--- config.mk ---
export PLATFORM = sky130hd
export DESIGN_NAME = char_frequency_rank
export DESIGN_NICKNAME = d
export VERILOG_FILES = /design/src/hw/rtl/cfr_pkg.sv /design/src/hw/rtl/cfr_cell.sv /design/src/hw/rtl/char_frequency_rank.sv
export SDC_FILE = /design/constraint.sdc
export NUM_CORES = 2
export LEC_CHECK = 0
export BUFFER_PORTS_ARGS = -buffer_cell sky130_fd_sc_hd__buf_2
export CAP_MARGIN = 20
export CORE_MARGIN = 2
export CORE_UTILIZATION = 50
export CTS_CLUSTER_SIZE = 16
export DETAILED_ROUTE_END_ITERATION = 8
export PLACE_DENSITY = 0.78
export SYNTH_ARGS = -nofsm -noshare
export SYNTH_HDL_FRONTEND = slang
export SYNTH_SLANG_ARGS = --single-unit
--- constraint.sdc ---
create_clock -name clock -period 3.9 [get_ports clock]
set_input_delay 0.195 -clock clock [delete_from_list [all_inputs] [get_ports clock]]
set_output_delay 0.195 -clock clock [all_outputs]
set_load 0.02 [all_outputs]
--- src/hw/rtl/cfr_pkg.sv ---
// cfr_pkg: shared types, constants and the byte classifier for char_frequency_rank
// used by cfr_cell, char_frequency_rank and cfr_checker; depends on nothing
package cfr_pkg;

   localparam int NUM_BINS        = 28;
   localparam int NUM_LETTERS     = 26;
   localparam int BIN_WIDTH       = 5;
   localparam int OUT_COUNT_WIDTH = 24;
   localparam int STEP_WIDTH      = 5;

   localparam logic [BIN_WIDTH-1:0] BIN_SPACE   = 5'd26;
   localparam logic [BIN_WIDTH-1:0] BIN_NEWLINE = 5'd27;
   localparam logic [BIN_WIDTH-1:0] BIN_LAST    = 5'd27;

   localparam logic [7:0] CHAR_UPPER_A = 8'h41;
   localparam logic [7:0] CHAR_UPPER_Z = 8'h5A;
   localparam logic [7:0] CHAR_LOWER_A = 8'h61;
   localparam logic [7:0] CHAR_LOWER_Z = 8'h7A;
   localparam logic [7:0] CHAR_SPACE   = 8'h20;
   localparam logic [7:0] CHAR_NEWLINE = 8'h0A;

   localparam logic OP_COUNT  = 1'b0;
   localparam logic OP_REPORT = 1'b1;

   // control broadcast along the cell row
   typedef struct packed {
      logic                 count_en;
      logic [BIN_WIDTH-1:0] hit_bin;
      logic                 load;
      logic                 sort_en;
      logic                 phase;
      logic                 shift;
   } cell_ctrl_type;

   typedef struct packed {
      logic                 hit;
      logic [BIN_WIDTH-1:0] bin;
   } byte_class_type;

   function automatic byte_class_type classify(input logic [7:0] b);
      byte_class_type c;
      logic [7:0]     d;
      c.hit = 1'b0;
      c.bin = '0;
      d     = '0;
      if (b >= CHAR_UPPER_A && b <= CHAR_UPPER_Z) begin
         d     = b - CHAR_UPPER_A;
         c.hit = 1'b1;
         c.bin = d[BIN_WIDTH-1:0];
      end else if (b >= CHAR_LOWER_A && b <= CHAR_LOWER_Z) begin
         d     = b - CHAR_LOWER_A;
         c.hit = 1'b1;
         c.bin = d[BIN_WIDTH-1:0];
      end else if (b == CHAR_SPACE) begin
         c.hit = 1'b1;
         c.bin = BIN_SPACE;
      end else if (b == CHAR_NEWLINE) begin
         c.hit = 1'b1;
         c.bin = BIN_NEWLINE;
      end
      return c;
   endfunction

endpackage

--- src/hw/rtl/cfr_cell.sv ---
// cfr_cell: one bin of the histogram plus one slot of the sorting row
// depends on cfr_pkg
module cfr_cell
   import cfr_pkg::*;
#(
   parameter int COUNT_WIDTH = 24,
   parameter int BIN_INDEX   = 0
) (
   input  logic                   clock,
   input  logic                   reset,
   input  cell_ctrl_type          ctrl,
   input  logic [COUNT_WIDTH-1:0] left_val,
   input  logic [BIN_WIDTH-1:0]   left_label,
   input  logic [COUNT_WIDTH-1:0] right_val,
   input  logic [BIN_WIDTH-1:0]   right_label,
   output logic [COUNT_WIDTH-1:0] val,
   output logic [BIN_WIDTH-1:0]   label
);

   localparam logic                 MY_PARITY = 1'(BIN_INDEX % 2);
   localparam bit                   HAS_LEFT  = (BIN_INDEX > 0);
   localparam bit                   HAS_RIGHT = (BIN_INDEX < NUM_BINS - 1);
   localparam logic [BIN_WIDTH-1:0] MY_BIN    = BIN_WIDTH'(BIN_INDEX);

   logic [COUNT_WIDTH-1:0] count_ff, count_in;
   logic [COUNT_WIDTH-1:0] val_ff, val_in;
   logic [BIN_WIDTH-1:0]   label_ff, label_in;
   logic                   as_left, as_right;

   assign as_left  = HAS_RIGHT && (ctrl.phase == MY_PARITY);
   assign as_right = HAS_LEFT && (ctrl.phase != MY_PARITY);

   always_comb begin
      count_in = count_ff;
      val_in   = val_ff;
      label_in = label_ff;
      if (ctrl.count_en && ctrl.hit_bin == MY_BIN && count_ff != '1) begin
         count_in = count_ff + 1'b1;
      end
      if (ctrl.load) begin
         count_in = '0;
         val_in   = count_ff;
         label_in = MY_BIN;
      end else if (ctrl.sort_en) begin
         // strict compare keeps equal counts in bin order
         if (as_left && val_ff < right_val) begin
            val_in   = right_val;
            label_in = right_label;
         end else if (as_right && left_val < val_ff) begin
            val_in   = left_val;
            label_in = left_label;
         end
      end else if (ctrl.shift) begin
         val_in   = right_val;
         label_in = right_label;
      end
   end

   always_ff @(posedge clock) begin
      if (reset) begin
         count_ff <= '0;
         label_ff <= MY_BIN;
      end else begin
         count_ff <= count_in;
         label_ff <= label_in;
      end
      val_ff <= val_in;
   end

   assign val   = val_ff;
   assign label = label_ff;

endmodule

--- src/hw/rtl/char_frequency_rank.sv ---
// char_frequency_rank: top level, letter/space/newline histogram with ranked report
// depends on cfr_pkg and cfr_cell
//
// A count transaction (operation 0) takes one text byte per cycle while req_ready
// is high and adds it to one of 28 saturating counters; letters fold case into
// bins 0..25, space is bin 26, newline bin 27, any other byte is dropped. A report
// transaction (operation 1) copies every counter into a row of 28 sort slots and
// clears the counters in the same cycle, then runs odd-even transposition phases
// between neighbouring cells, then streams 28 result transactions (bin, count,
// rank_last) from the head of the row at up to one per cycle as rsp_ready allows.
// Counts are ranked descending and equal counts keep ascending bin order. A report
// therefore holds req_ready low through the sort and the 28 result transactions;
// the sort length is set by the number of cells in the row. Only the low 24 bits
// of a counter are reported when COUNT_WIDTH is wider.
module char_frequency_rank
   import cfr_pkg::*;
#(
   parameter int COUNT_WIDTH = 24
) (
   input  logic                       clock,
   input  logic                       reset,
   input  logic                       req_valid,
   output logic                       req_ready,
   input  logic                       req_operation,
   input  logic [7:0]                 req_text_byte,
   output logic                       rsp_valid,
   input  logic                       rsp_ready,
   output logic [BIN_WIDTH-1:0]       rsp_bin,
   output logic [OUT_COUNT_WIDTH-1:0] rsp_count,
   output logic                       rsp_rank_last
);

   typedef enum logic [1:0] {
      ST_IDLE,
      ST_SORT,
      ST_DRAIN
   } state_type;

   state_type               state_ff, state_in;
   logic [STEP_WIDTH-1:0]   step_ff, step_in;   // sort phase or result index

   logic                    req_fire, rsp_fire;
   byte_class_type          cls;
   cell_ctrl_type           ctrl;

   logic [COUNT_WIDTH-1:0]  vals   [NUM_BINS];
   logic [BIN_WIDTH-1:0]    labels [NUM_BINS];

   assign req_ready = (state_ff == ST_IDLE);
   assign rsp_valid = (state_ff == ST_DRAIN);
   assign req_fire  = req_valid && req_ready;
   assign rsp_fire  = rsp_valid && rsp_ready;
   assign cls       = classify(req_text_byte);

   // control broadcast to every cell
   always_comb begin
      ctrl.count_en = req_fire && (req_operation == OP_COUNT) && cls.hit;
      ctrl.hit_bin  = cls.bin;
      ctrl.load     = req_fire && (req_operation == OP_REPORT);
      ctrl.sort_en  = (state_ff == ST_SORT);
      ctrl.phase    = step_ff[0];
      ctrl.shift    = rsp_fire;
   end

   // sequencer: idle, sort phases, result drain
   always_comb begin
      state_in = state_ff;
      step_in  = step_ff;
      case (state_ff)
         ST_IDLE: begin
            if (ctrl.load) begin
               state_in = ST_SORT;
               step_in  = '0;
            end
         end
         ST_SORT: begin
            if (step_ff == STEP_WIDTH'(NUM_BINS - 1)) begin
               state_in = ST_DRAIN;
               step_in  = '0;
            end else begin
               step_in = step_ff + 1'b1;
            end
         end
         ST_DRAIN: begin
            if (rsp_fire) begin
               if (step_ff == STEP_WIDTH'(NUM_BINS - 1)) begin
                  state_in = ST_IDLE;
                  step_in  = '0;
               end else begin
                  step_in = step_ff + 1'b1;
               end
            end
         end
         default: begin
            state_in = ST_IDLE;
            step_in  = '0;
         end
      endcase
   end

   always_ff @(posedge clock) begin
      if (reset) begin
         state_ff <= ST_IDLE;
         step_ff  <= '0;
      end else begin
         state_ff <= state_in;
         step_ff  <= step_in;
      end
   end

   // row of cells, each talking to its neighbours only
   for (genvar i = 0; i < NUM_BINS; i++) begin : g_cell
      logic [COUNT_WIDTH-1:0] lv, rv;
      logic [BIN_WIDTH-1:0]   ll, rl;
      if (i > 0) begin : g_left
         assign lv = vals[i-1];
         assign ll = labels[i-1];
      end else begin : g_edge_left
         assign lv = '0;
         assign ll = '0;
      end
      if (i < NUM_BINS - 1) begin : g_right
         assign rv = vals[i+1];
         assign rl = labels[i+1];
      end else begin : g_edge_right
         assign rv = '0;
         assign rl = '0;
      end
      cfr_cell #(
         .COUNT_WIDTH (COUNT_WIDTH),
         .BIN_INDEX   (i)
      ) u_cell (
         .clock       (clock),
         .reset       (reset),
         .ctrl        (ctrl),
         .left_val    (lv),
         .left_label  (ll),
         .right_val   (rv),
         .right_label (rl),
         .val         (vals[i]),
         .label       (labels[i])
      );
   end

   // results come from the head of the row, which shifts on each accept
   assign rsp_bin       = labels[0];
   assign rsp_count     = OUT_COUNT_WIDTH'(vals[0]);
   assign rsp_rank_last = (step_ff == STEP_WIDTH'(NUM_BINS - 1));

endmodule

==> summary.md <==
| Metric | Value |
|---|---|
| Status | `completed` |
| FMAX | `270 MHz` |
| Most common cell after layout, fill and taps aside | `nand2_1` |
| Crit end category | `flip-flop` |
| GR Overflow Total | `0` |
| Syn Std Cell Area | `88300 sq um` |
| Slew @ Worst Pin | `1.02 ns` |
| Synthesized flop and latch total | `1491` |
| Startpoint Class | `flip-flop` |
| Worst IR Drop VDD | `0.000438 V` |
| CTS sink count | `1491` |
| Clock skew | `0.0322 ns` |
| Post-synth EDFFs | `672` |
| CP arrival | `4.19 ns` |
| Syn. warnings | `0` |
| Antenna viol nets, final | `0` |
| Pre-CTS WS | `-0.000542 ns` |
| Antenna Cells | `0` |
| Non-filler instance count after layout | `12.5k` |
| Hold Path Depth | `5` |
| # placed instances | `12.2k` |
| Worst relative slew slack | `0.316` |
| Library cells used by synthesis | `90` |
| Hold/Removal Path Class | `in2reg` |
| Initial Utilization | `0.502` |
| CTS tree | `built` |
| DRT Pass-1 Iters | `8` |
| Die width | `424 um` |
| H-tree depth | `4` |
| CTS root buffer | `clkbuf_16` |
| Filler Cell Count | `15.2k` |
| Number of max-cap violations | `0` |
| WL per Instance | `21.7 um` |
| Die Y | `424 um` |
| Tcrit/Tclk final | `0.948` |
| Setup CP Type | `reg2reg` |
| Final GP Congestion | `0.972` |
| Vias per inst | `6.09` |
| Initial antenna violation count | `5` |
| Minimum clock period | `3.70 ns` |
| Reg clk slew, reported paths | `0.06 ns` |
| Reg-to-reg startpoint | `g_cell[13].u_cell.val[3]` |
| Fraction of layout cells with a size suffix above 1 | `0.0726` |
| Row cnt | `154` |
| HPWL after DPL | `202000 um` |
| Global-route wire length before repair | `418000 um` |
| Core ar. | `176000 sq um` |
| Fin nets | `10.7k` |
| Asr flop ratio synth | `0` |
| R2R cell count | `9` |
| Post-Syn Instances | `9987` |
| Number of I/O pins | `45` |
| CP Data Required Time | `4.39 ns` |
| RR Endpoint | `g_cell[13].u_cell.val[1]` |
| Final worst slack | `0.202 ns` |
| GRT Overall Usage | `0.292` |
| Worst-Skew Late Latency | `0.85 ns` |
| Via count | `76.1k` |
| Num CTS Buffers | `166` |
| Bufs on Longest Clock Path | `3` |
| Top_reg_cell synth | `dfxtp_1` |
| PwrDens | `643 nW/um^2` |
| Slew Viols, Final | `0` |
| IO buf count | `44` |
| Final setup violation count | `0` |
| WHS Endpoint | `g_cell[14].u_cell.count_ff[0]` |
| Largest net degree at the start of global routing | `217` |
| Placed inst area | `92500 sq um` |
| Final hold violation count | `0` |
| Die Outline Area | `180000 sq um` |
| WL final | `271000 um` |
| Final Cell Area | `98300 sq um` |
| Overall Power | `63.2 mW` |
| Commonest non-fill, non-tap cells in the layout | `nand2_1, o21ai_0, nor2_1` |
| Fin util | `0.559` |
| Reg2reg setup slack | `0.20 ns` |
| Post-synth net total | `10.7k` |
| P&R area growth vs syn | `11.3%` |
| Fraction of the yosys area taken by sequential cells | `0.414` |
| Vias in the first global route | `73.1k` |
| DRC viols | `0` |
| RSZ-0062 raised after global routing | `false` |
| Max FO, Critical Path | `24` |
| Iter 0 DRT Violations | `8630` |
| Hold_sp | `req_text_byte[0]` |
| Average size of a mapped cell | `8.84 sq um` |
| Pleak | `40.4 nW` |
[sequential cells by signal (all words and copies together), names as in the netlist]
| register | count |
|---|---|
| g_cell.u_cell.val | 672 |
| state_ff | 2 |
| step_ff | 5 |
| g_cell.u_cell.count_ff | 672 |
| g_cell.u_cell.label | 140 |
[routing by layer]
layer  global-route usage  vias up  share of wire
met5                    0        -              0
met3               0.0492      773          0.083
met2                0.473     3524           0.46
met4                0.162        0          0.060
met1                0.372    36400           0.40
li1                     -    35400              -
[metrics by stage]
stage                       TNS, ns  hold WS, ns
after floorplan                   0        0.435
after global placement            0        0.442
after detailed placement  -0.000542        0.468
final                             0       0.0671
after global routing              0       0.0998
after CTS                         0       0.0142
[repair_timing]
action	in CTS	in global routing
resized for setup	0	1
hold endpoints to repair	9	0
setup endpoints to repair	0	2
hold buffers	3	0
buffers inserted	0	0
[cell type report]
class / instances / area (sq um) / area share
Multi-Input combinational cell: 7258 / 47400 / 0.482
Clock buffer: 230 / 4830 / 0.0491
Clock inverter: 84 / 865 / 0.00880
Sequential cell: 1491 / 36600 / 0.372
Timing Repair Buffer: 333 / 2840 / 0.0289
Tap cell: 2340 / 2930 / 0.0298
Inverter: 758 / 2850 / 0.0290
[power by group]
part / internal, mW / switching, mW / total (mW)
registers: 20.7 / 4.23 / 24.9
clock network: 9.52 / 6.92 / 16.4
logic: 8.63 / 13.2 / 21.8
total: 38.8 / 24.3 / 63.2
[cell families (layout without fill, tap and decap cells)]
family	Yosys count	count (layout)	share of synthesized area
simple gates	3404	3404	0.181
compound gates	2019	2019	0.132
flops	1491	1491	0.414
buf+inv	1238	1405	0.0528
fa+ha+maj	657	657	0.0931
mux	610	610	0.0696
xor+xnor	568	568	0.0564
[worst max-delay path: stages, from the launching register on]
cell,delay [ns]
edfxtp_1,0.53
ha_1,0.29
a2111oi_0,0.47
o22ai_1,0.16
nor4_1,0.59
o221a_1,0.35
nand2b_1,0.36
nor2_1,0.13
nor2_2,0.09
buf_4,0.36
[worst max path at each step]
stage / startpoint / endpoint / slack (ns) / depth (start not counted)
after floorplan: g_cell[11].u_cell.val[1] / g_cell[10].u_cell.val[0] / 0.006 / 11
after global placement: req_text_byte[0] / g_cell[22].u_cell.count_ff[13] / 0.16 / 13
after detailed placement: req_text_byte[0] / g_cell[1].u_cell.count_ff[20] / -0.0005 / 11
after CTS: g_cell[13].u_cell.val[3] / g_cell[13].u_cell.val[1] / 0.27 / 9
after global routing: state_ff[0] / g_cell[1].u_cell.count_ff[20] / 0.03 / 11
final: g_cell[13].u_cell.val[3] / g_cell[13].u_cell.val[1] / 0.20 / 9
[cell usage after synthesis (9+ instances only)]
master     count  area share
a2111oi_0     21      0.0021
a211o_1       12      0.0012
a211oi_1      58      0.0049
a21o_1        92      0.0078
a21oi_1      615       0.035
a221o_1       12      0.0014
a221oi_1      14      0.0014
a311oi_1      20      0.0020
a31oi_1       28      0.0020
a41oi_1       17      0.0017
and2_1        65      0.0046
and3_1       136      0.0096
and4_1        93      0.0092
buf_1         30      0.0013
buf_2         14     0.00079
clkbuf_1     436       0.019
dfxtp_1      819        0.19
edfxtp_1     672        0.23
ha_1         657       0.093
inv_1        757       0.032
mux2_2        28      0.0036
mux2i_1      582       0.066
nand2_1     1166       0.050
nand2b_1      49      0.0035
nand3_1      284       0.016
nand4_1      259       0.018
nor2_1       859       0.037
nor2b_1       53      0.0038
nor3_1       225       0.013
nor3b_1        9     0.00077
nor4_1        44      0.0031
o211ai_1      45      0.0038
o21a_1        24      0.0020
o21ai_0      869       0.049
o21ai_1       40      0.0023
o22ai_1       31      0.0022
o31ai_1       24      0.0020
or2_2         13     0.00092
or3_1         90      0.0064
or4_1         10     0.00085
xnor2_1      189       0.019
xor2_1       378       0.037
Note: power is estimated with default switching activity, not from simulation.
